==> src/sam_pkg.sv <==
// shared types and constants for the suffix automaton builder
`timescale 1ns / 1ps
package sam_pkg;
    localparam int NODE_CAPACITY = 8192;
    localparam int ALPHABET_SIZE = 26;
    localparam int NODE_W = $clog2(NODE_CAPACITY);
    localparam int CNT_W = $clog2(NODE_CAPACITY + 1);
    localparam int SYM_W = 5;
    localparam int TRANS_DEPTH = NODE_CAPACITY * ALPHABET_SIZE;
    localparam int TADDR_W = $clog2(TRANS_DEPTH);
    localparam int GUARD_W = CNT_W;

    typedef enum logic [4:0] {
        ST_IDLE,
        ST_CLEAR,
        ST_RD_P,
        ST_WT_P,
        ST_CHK_P,
        ST_RD_Q,
        ST_WT_Q,
        ST_DEC,
        ST_W1_RD,
        ST_W1_WT,
        ST_W1_CHK,
        ST_W1_Q,
        ST_W1_QWT,
        ST_W1_DEC,
        ST_NEWNODE,
        ST_W2_RD,
        ST_W2_WT,
        ST_W2_CHK,
        ST_W2_Q,
        ST_W2_QWT,
        ST_W2_DEC,
        ST_CL_INIT,
        ST_CL_CP_RD,
        ST_CL_CP_WR,
        ST_CL_RD,
        ST_CL_WT,
        ST_CL_CHK,
        ST_RES_RD,
        ST_RES_WT,
        ST_OUT
    } sam_state_t;

    // commands from controller to datapath
    typedef struct packed {
        logic load_in;       // capture input beat and apply restart
        logic clr_step;      // clear one transition memory entry
        logic rd_cell_w;     // read trans[w][sym] and length/link of w
        logic rd_node_q;     // read length of q (taken from cell data)
        logic capture_q;     // q <= cell data
        logic w_follow;      // w <= link[w]
        logic w_from_p;      // w <= p
        logic alloc_np;      // create new node np
        logic wr_cell_np;    // trans[w][sym] <= np
        logic set_np_link_q; // link[np] <= q
        logic cl_init;       // allocate clone, length len[w]+1, link copied from q
        logic cl_rd;         // read trans[q][k]
        logic cl_wr;         // write trans[nq][k]
        logic cl_redirect;   // trans[w][sym] <= nq
        logic set_np_link_nq;
        logic last_q;        // last <= q
        logic last_nq;
        logic last_np;
        logic rd_res;        // read length/link of last
        logic set_ovf;
        logic clr_ovf;
    } sam_cmd_t;

    typedef struct packed {
        logic clr_done;
        logic sym_ok;
        logic cell_zero;     // cell data is zero
        logic cell_is_q;     // cell data equals q
        logic len_match;     // len[q] == len[w] + 1
        logic fit1;
        logic fit2;
        logic guard_done;
        logic cp_last;       // last copy index
    } sam_sts_t;
endpackage

==> src/sam_controller.sv <==
// sequencing state machine for the suffix automaton builder
`timescale 1ns / 1ps
module sam_controller
    import sam_pkg::*;
(
    input  logic     clk,
    input  logic     rst_n,
    input  logic     in_valid,
    output logic     in_ready,
    output logic     out_valid,
    input  logic     out_ready,
    input  sam_sts_t sts,
    output sam_cmd_t cmd
);
    sam_state_t state_reg, state_next;
    logic direct_reg, direct_next;

    always_ff @(posedge clk or negedge rst_n)
    begin
        if (!rst_n)
        begin
            state_reg <= ST_CLEAR;
            direct_reg <= 1'b0;
        end
        else
        begin
            state_reg <= state_next;
            direct_reg <= direct_next;
        end
    end

    always_comb
    begin
        state_next = state_reg;
        direct_next = direct_reg;
        cmd = '0;
        in_ready = 1'b0;
        out_valid = 1'b0;
        unique case (state_reg)
            ST_CLEAR:
            begin
                cmd.clr_step = 1'b1;
                if (sts.clr_done)
                    state_next = ST_IDLE;
            end
            ST_IDLE:
            begin
                in_ready = 1'b1;
                if (in_valid)
                begin
                    cmd.load_in = 1'b1;
                    cmd.clr_ovf = 1'b1;
                    state_next = ST_RD_P;
                end
            end
            ST_RD_P:
            begin
                cmd.rd_cell_w = 1'b0;
                state_next = sts.sym_ok ? ST_WT_P : ST_RES_RD;
            end
            ST_WT_P:
            begin
                cmd.rd_cell_w = 1'b1;
                state_next = ST_CHK_P;
            end
            ST_CHK_P:
            begin
                if (sts.cell_zero)
                begin
                    direct_next = 1'b0;
                    state_next = ST_W1_CHK;
                end
                else
                begin
                    direct_next = 1'b1;
                    cmd.capture_q = 1'b1;
                    cmd.rd_node_q = 1'b1;
                    state_next = ST_RD_Q;
                end
            end
            ST_RD_Q: state_next = ST_DEC;
            ST_DEC:
            begin
                if (sts.len_match)
                begin
                    cmd.last_q = 1'b1;
                    state_next = ST_RES_RD;
                end
                else if (!sts.fit1)
                begin
                    cmd.set_ovf = 1'b1;
                    state_next = ST_RES_RD;
                end
                else
                    state_next = ST_CL_INIT;
            end
            ST_W1_RD:
            begin
                state_next = ST_W1_WT;
            end
            ST_W1_WT:
            begin
                cmd.rd_cell_w = 1'b1;
                state_next = ST_W1_CHK;
            end
            ST_W1_CHK:
            begin
                if (sts.cell_zero && !sts.guard_done)
                begin
                    cmd.w_follow = 1'b1;
                    state_next = ST_W1_RD;
                end
                else
                begin
                    cmd.capture_q = 1'b1;
                    cmd.rd_node_q = 1'b1;
                    state_next = ST_W1_Q;
                end
            end
            ST_W1_Q: state_next = ST_W1_DEC;
            ST_W1_DEC:
            begin
                if (!(sts.len_match ? sts.fit1 : sts.fit2))
                begin
                    cmd.set_ovf = 1'b1;
                    state_next = ST_RES_RD;
                end
                else
                    state_next = ST_NEWNODE;
            end
            ST_NEWNODE:
            begin
                cmd.alloc_np = 1'b1;
                cmd.w_from_p = 1'b1;
                state_next = ST_W2_RD;
            end
            ST_W2_RD: state_next = ST_W2_WT;
            ST_W2_WT:
            begin
                cmd.rd_cell_w = 1'b1;
                state_next = ST_W2_CHK;
            end
            ST_W2_CHK:
            begin
                if (sts.cell_zero && !sts.guard_done)
                begin
                    cmd.wr_cell_np = 1'b1;
                    cmd.w_follow = 1'b1;
                    state_next = ST_W2_RD;
                end
                else
                begin
                    cmd.capture_q = 1'b1;
                    cmd.rd_node_q = 1'b1;
                    state_next = ST_W2_Q;
                end
            end
            ST_W2_Q: state_next = ST_W2_DEC;
            ST_W2_DEC:
            begin
                if (sts.len_match)
                begin
                    cmd.set_np_link_q = 1'b1;
                    cmd.last_np = 1'b1;
                    state_next = ST_RES_RD;
                end
                else
                    state_next = ST_CL_INIT;
            end
            ST_CL_INIT:
            begin
                cmd.cl_init = 1'b1;
                state_next = ST_CL_CP_RD;
            end
            ST_CL_CP_RD:
            begin
                cmd.cl_rd = 1'b1;
                state_next = ST_CL_CP_WR;
            end
            ST_CL_CP_WR:
            begin
                cmd.cl_wr = 1'b1;
                state_next = sts.cp_last ? ST_CL_RD : ST_CL_CP_RD;
            end
            ST_CL_RD: state_next = ST_CL_WT;
            ST_CL_WT:
            begin
                cmd.rd_cell_w = 1'b1;
                state_next = ST_CL_CHK;
            end
            ST_CL_CHK:
            begin
                if (!sts.cell_zero && sts.cell_is_q && !sts.guard_done)
                begin
                    cmd.cl_redirect = 1'b1;
                    cmd.w_follow = 1'b1;
                    state_next = ST_CL_RD;
                end
                else
                begin
                    if (direct_reg)
                        cmd.last_nq = 1'b1;
                    else
                    begin
                        cmd.set_np_link_nq = 1'b1;
                        cmd.last_np = 1'b1;
                    end
                    state_next = ST_RES_RD;
                end
            end
            ST_RES_RD:
            begin
                cmd.rd_res = 1'b1;
                state_next = ST_RES_WT;
            end
            ST_RES_WT:
            begin
                cmd.rd_res = 1'b1;
                state_next = ST_OUT;
            end
            ST_OUT:
            begin
                // keep reading the last node so the result stays steady while stalled
                cmd.rd_res = 1'b1;
                out_valid = 1'b1;
                if (out_ready)
                    state_next = ST_IDLE;
            end
            default: state_next = ST_IDLE;
        endcase
    end
endmodule

==> config.mk <==
export PLATFORM = sky130hd
export DESIGN_NAME = sam_controller
export DESIGN_NICKNAME = d
export VERILOG_FILES = /design/src/sam_pkg.sv /design/src/sam_controller.sv
export SDC_FILE = /design/constraint.sdc
export NUM_CORES = 1
export LEC_CHECK = 0
export BUFFER_PORTS_ARGS = -buffer_cell sky130_fd_sc_hd__buf_2
export CELL_PAD_IN_SITES_DETAIL_PLACEMENT = 1
export CELL_PAD_IN_SITES_GLOBAL_PLACEMENT = 2
export CORE_MARGIN = 2
export CORE_UTILIZATION = 29
export CTS_CLUSTER_DIAMETER = 60
export DETAILED_ROUTE_END_ITERATION = 7
export HOLD_SLACK_MARGIN = 0.05
export PLACE_DENSITY = 0.89
export SKIP_LAST_GASP = 1
export SLEW_MARGIN = 20
export SYNTH_ARGS = -nofsm -noshare
export SYNTH_HDL_FRONTEND = slang
export SYNTH_SLANG_ARGS = --single-unit
==> constraint.sdc <==
create_clock -name clk -period 4.8 [get_ports clk]
set_clock_uncertainty 0.05 [all_clocks]
set_input_delay 0 -clock clk [delete_from_list [all_inputs] [get_ports clk]]
set_output_delay 0 -clock clk [all_outputs]
set_load 0.02 [all_outputs]
==> results of run 1 <==
repair_timing:
item	in CTS	in global routing
buffers inserted	0	0
hold endpoints to repair	7	0
hold buffers	2	0
power by group through the flow:
| stage | combinational [mW] | clock (mW) | sequential (mW) |
|---|---|---|---|
| floorplan | 0.532 | 0 | 0.0927 |
| global placement | 0.480 | 0 | 0.230 |
| detailed placement | 0.490 | 0 | 0.234 |
| CTS | 0.494 | 0.0852 | 0.233 |
| global route | 0.545 | 0.0893 | 0.253 |
| finish | 0.498 | 0.0850 | 0.239 |
cells in the mapped netlist, types with 4 or more instances:
cell type,count,share of area [%]
nor2_1,14,4.6
nand2_1,12,4.0
buf_2,10,4.4
a21oi_1,8,3.5
nand3_1,8,3.5
nor2b_1,7,3.9
o21ai_0,7,3.1
buf_4,6,4.0
nand2b_1,6,3.3
nor3_1,6,2.7
dfrtp_1,5,11
inv_1,5,1.7
and3_1,4,2.2
nand4_1,4,2.2
layout make-up:
| class | count | area (um^2) | area share, % |
|---|---|---|---|
| repair buffers | 37 | 195.2 | 14.89 |
| well taps | 48 | 60.06 | 4.580 |
| inverters | 5 | 18.77 | 1.431 |
| clock buffers | 4 | 45.04 | 3.435 |
| multi-input cells | 132 | 840.8 | 64.12 |
| flip-flops and latches | 6 | 151.4 | 11.55 |
path summary, 6_finish.rpt:
path                                end  slack [ps]  cells past startpoint
min in group clk           state_reg[3]         240                      4
max reg2reg                state_reg[1]        2640                      4
max in group asynchronous  state_reg[0]        4390                      2
max                              cmd[1]        2380                      5
min reg2reg                  direct_reg         510                      2
min                        state_reg[1]          80                      2
cells by family after synthesis:
| logic type | share of synthesized area [%] |
|---|---|
| simple gates | 41.77 |
| compound gates | 25.42 |
| mux | 4.751 |
| buf+inv | 12.38 |
| flops | 13.37 |
| xor+xnor | 2.321 |
stage by stage:
stage                     cell area (um^2)  power, mW  util [%]
after floorplan                       1132     0.6248         -
after global placement                1246     0.7104     33.54
after detailed placement              1246     0.7243     33.54
after CTS                             1311     0.8121     35.29
after global routing                  1311     0.8872     35.29
final                                 1311     0.8219     35.29
routing by layer:
layer	global-route usage, %	share of wire [%]	routed length [um]	up-vias
li1	-	-	-	643
met1	26.99	47	1865	645
met2	30.63	47	1863	56
met3	3.209	5.9	237	4
met4	1.531	0.63	25	0
met5	0	0	0	-
==> flow_metrics.tcl, run 1 <==
set metrics [dict create \
    fin_setup_tns_ps 0 \
    min_path_type "input port to async pin" \
    area.growth.synth_to_final_pct 15.80 \
    htree_levels 1 \
    seqPwrFrac_pct 29.1 \
    critPathCaptureType "output pin" \
    critPathLaunchType "register" \
    grt_pass1_wl_um 6555 \
    clockBufferDepth 2 \
    worstMarginPinSlew_ps 1009 \
    antenna_found_initial 0 \
    avgViaCountPerCell 5.810 \
    dr.pass1.iters 4 \
    num_rows 22 \
    layout.nets 198 \
    final_cells 232 \
    wl_per_cell_um 17.21 \
    avgSynthCellArea_um2 6.990 \
    placedCellCount 226 \
    yosysSeqAreaShare_pct 13.37 \
    slowest_stage "dfstp_2" \
    antenna_left 0 \
    critPathRequiredTime_ps 4750 \
    cts_inserted_buffers 3 \
    fp.dieW_um 66.49 \
    worst_path_largest_cell_delay_ps 850 \
    final-setup-viol-count 0 \
    timing.hold.ws_ps 79.76 \
    fp.dieArea_mm2 0.004420 \
    place.port_buffers 35 \
    arrival_ps 2370 \
    clkTransAtPathRegs_ps 40 \
    timing.rr.start "state_reg[4]" \
    synth_edf_count 0 \
    yosys_warnings 0 \
    hold_viol_final 0 \
    drt_iter0_drc 129 \
    cp_top_family "flip-flops" \
    final_layout_size_suffix_gt1_share_pct 24.46 \
    die_y_um 66.49 \
    grt_remaining_overflow 0 \
    peakVddDrop_mv 0.2015 \
    initial_utilization_pct 30.47 \
    antenna_cells 0 \
    slew_headroom_pct 32.76 \
    synthArstFlopShare_pct 100.0 \
    io_pins 36 \
    powerDensity_mw_per_mm2 626.8 \
    gp_congestion 0.9258 \
    final_max_slew_viol_count 0 \
    ctsResizeCount 0 \
    synth_flop_cell "dfrtp_1" \
    core_area_mm2 0.003716 \
    rsz0062_at_grt "no" \
    worst_slack_ps 2381 \
    clkPwrFrac_pct 10.3 \
    grt_pass1_vias 1311 \
    syn_nets 175 \
    fin_crit_sh_pct 50.40 \
    startpoint "state_reg[0]" \
    path_cells "nor2b_1, nand3_1, mux2_2, o32ai_1, buf_2" \
    clk_latency_ps 230 \
    layout_commonest_cell "buf_2" \
    power.internal_mw 0.3552 \
    crit_fanout 28 \
    grt_max_degree 35 \
    fill_cells 488 \
    synthesis.area_mm2 0.001132 \
    p_comb_share_pct 60.6 \
    path_buf_inv 1 \
    min_period_ps 2419 \
    cts_sinks 6 \
    yosysUniqueCellTypes 57 \
    dp_hpwl_um 2912 \
    grt_usage_pct 18.85 \
    p_sw_share_pct 56.79 \
    largest_reg_flops 5 \
    drcViolationCount 0 \
    num_vias 1348 \
    fmax_ghz 0.4134 \
    synth_cells 162 \
    path_class "register to output pin" \
    pre_cts_ws_ps 2671 \
    p_switching_mw 0.4668 \
    final_cell_mix "buf_2, nor2_1, nand2_1" \
    cap_violations 0 \
    status "finished clean" \
    finalWirelength_um 3992 \
    synth-seq-cells 6 \
    ctsRootBufferMaster "clkbuf_8" \
    cts_tree "yes" \
    p_leak_nw 0.5897 \
]
Note: power is estimated with default switching activity, not from simulation.
==> run 2, diff against run 1 <==
- CORE_UTILIZATION: 29 -> 24
- PLACE_DENSITY: 0.89 -> 0.8
- clock period: 4.8 -> 2.1 ns (I/O delays scaled with it)
==> run 2 against run 1 <==
Against the previous run: cell count increased by 7.3%; via count increased by 2.7%; first-iteration DRC count is 33% lower; critical path type unchanged.
==> flow_metrics.tcl, run 2 (same netlist as run 1, synthesis figures left out) <==
set metrics [dict create \
    powerDensity_mw_per_mm2 1461 \
    p_leak_nw 0.6532 \
    layout.nets 211 \
    cts_tree "yes" \
    dp_hpwl_um 3238 \
    fp.dieArea_mm2 0.005284 \
    timing.hold.ws_ps 82.28 \
    place.port_buffers 35 \
    core_area_mm2 0.004444 \
    grt_max_degree 29 \
    slew_headroom_pct 56.74 \
    antenna_cells 0 \
    path_class "register to output pin" \
    min_path_type "input port to async pin" \
    num_rows 24 \
    final-setup-viol-count 0 \
    worstMarginPinSlew_ps 647.4 \
    cap_violations 0 \
    htree_levels 1 \
    clk_latency_ps 230 \
    post_cts_buffers 0 \
    drt_iter0_drc 86 \
    grt_remaining_overflow 0 \
    avgViaCountPerCell 5.562 \
    clkTransAtPathRegs_ps 50 \
    critPathRequiredTime_ps 2050 \
    critPathCaptureType "output pin" \
    finalPower_mw 2.090 \
    crit_fanout 5 \
    num_vias 1385 \
    pre_cts_ws_ps 243.5 \
    cts_inserted_buffers 3 \
    initial_utilization_pct 25.48 \
    final_cell_mix "buf_2, nor2_1, nand2_1, buf_4" \
    gp_congestion 0.8918 \
    critPathLaunchType "register" \
    largest_reg_flops 5 \
    wl_per_cell_um 17.17 \
    die_y_um 72.69 \
    final_layout_size_suffix_gt1_share_pct 30.96 \
    fin_setup_tns_ps 0 \
    antenna_found_initial 0 \
    final_area_mm2 0.001430 \
    cts_sinks 6 \
    arrival_ps 1870 \
    dr.pass1.iters 6 \
    status "finished clean" \
    fmax_ghz 0.5205 \
    clockBufferDepth 2 \
    finalWirelength_um 4276 \
    fin_crit_sh_pct 91.49 \
    min_period_ps 1921 \
    hold_viol_final 0 \
    antenna_left 0 \
    grt_pass1_vias 1359 \
    fp.dieW_um 72.69 \
    grt_pass1_wl_um 6789 \
    io_pins 36 \
    fill_cells 581 \
    worst_slack_ps 178.6 \
    ctsRootBufferMaster "clkbuf_8" \
    grt_usage_pct 16.74 \
    area.growth.synth_to_final_pct 26.30 \
    layout_commonest_cell "buf_2" \
    rsz0062_at_grt "no" \
    placed_area_mm2 0.001361 \
    drcViolationCount 0 \
    peakVddDrop_mv 0.4600 \
    final_max_slew_viol_count 0 \
]
-- run 2: cell count changes in the layout (fill, tap and decap cells not counted), sizes merged --
cell,change
buf,+13
-- run 2: worst max-delay path, cell delays in order, from the launching register on --
cell and delay, ps:
dfstp_2 580, nor2b_1 210, buf_4 170, nand3_1 90, mux2_2 270, o32ai_1 110, buf_2 200
-- run 2: path summary, 6_finish.rpt --
kind                              startpoint           end  slack, ps  cells past startpoint
worst min-delay path                   rst_n  state_reg[3]         80                      2
max in group asynchronous              rst_n  state_reg[0]       1670                      2
worst min register to register    direct_reg    direct_reg        550                      2
worst max-delay path            state_reg[0]        cmd[1]        180                      6
worst max register to register  state_reg[0]  state_reg[1]        260                      5
min in group clk                   out_ready  state_reg[3]        210                      4
-- run 2: layout make-up --
cell class              count  area (um^2)  area share (%)
repair buffers             50        305.3           21.35
multi-input cells         132        840.8           58.79
well taps                  52        65.06           4.549
inverters                   5        18.77           1.312
clock buffers               4        45.04           3.150
flip-flops and latches      6        155.1           10.85
-- run 2: report_power, final --
part | switching [mW] | internal, mW
Combinational | 0.886 | 0.652
Sequential | 0.170 | 0.188
Clock | 0.0621 | 0.132
Total | 1.12 | 0.972
-- run 2: timing repair --
| action | 4_1_cts | 5_1_grt |
|---|---|---|
| endpoints found under the hold margin | 7 | 0 |
| setup endpoints to repair | 0 | 6 |
| hold buffers | 2 | 0 |
| resized for setup | 0 | 3 |
-- run 2: layer usage --
layer,wire length [um],share of wire [%],GRT usage (%)
met1,1990,47,22.94
met2,1976,46,25.66
met3,182,4.3,1.105
met4,126,2.9,10.08
met5,0,0,0
-- run 2: through the flow --
stage / utilization [%] / cells
6_report: 32.18 / 249
5_1_grt: 32.18 / 249
4_1_cts: 32.09 / 249
3_5_place_dp: 30.63 / 243
3_3_place_gp: 30.63 / 243
2_1_floorplan: - / 162
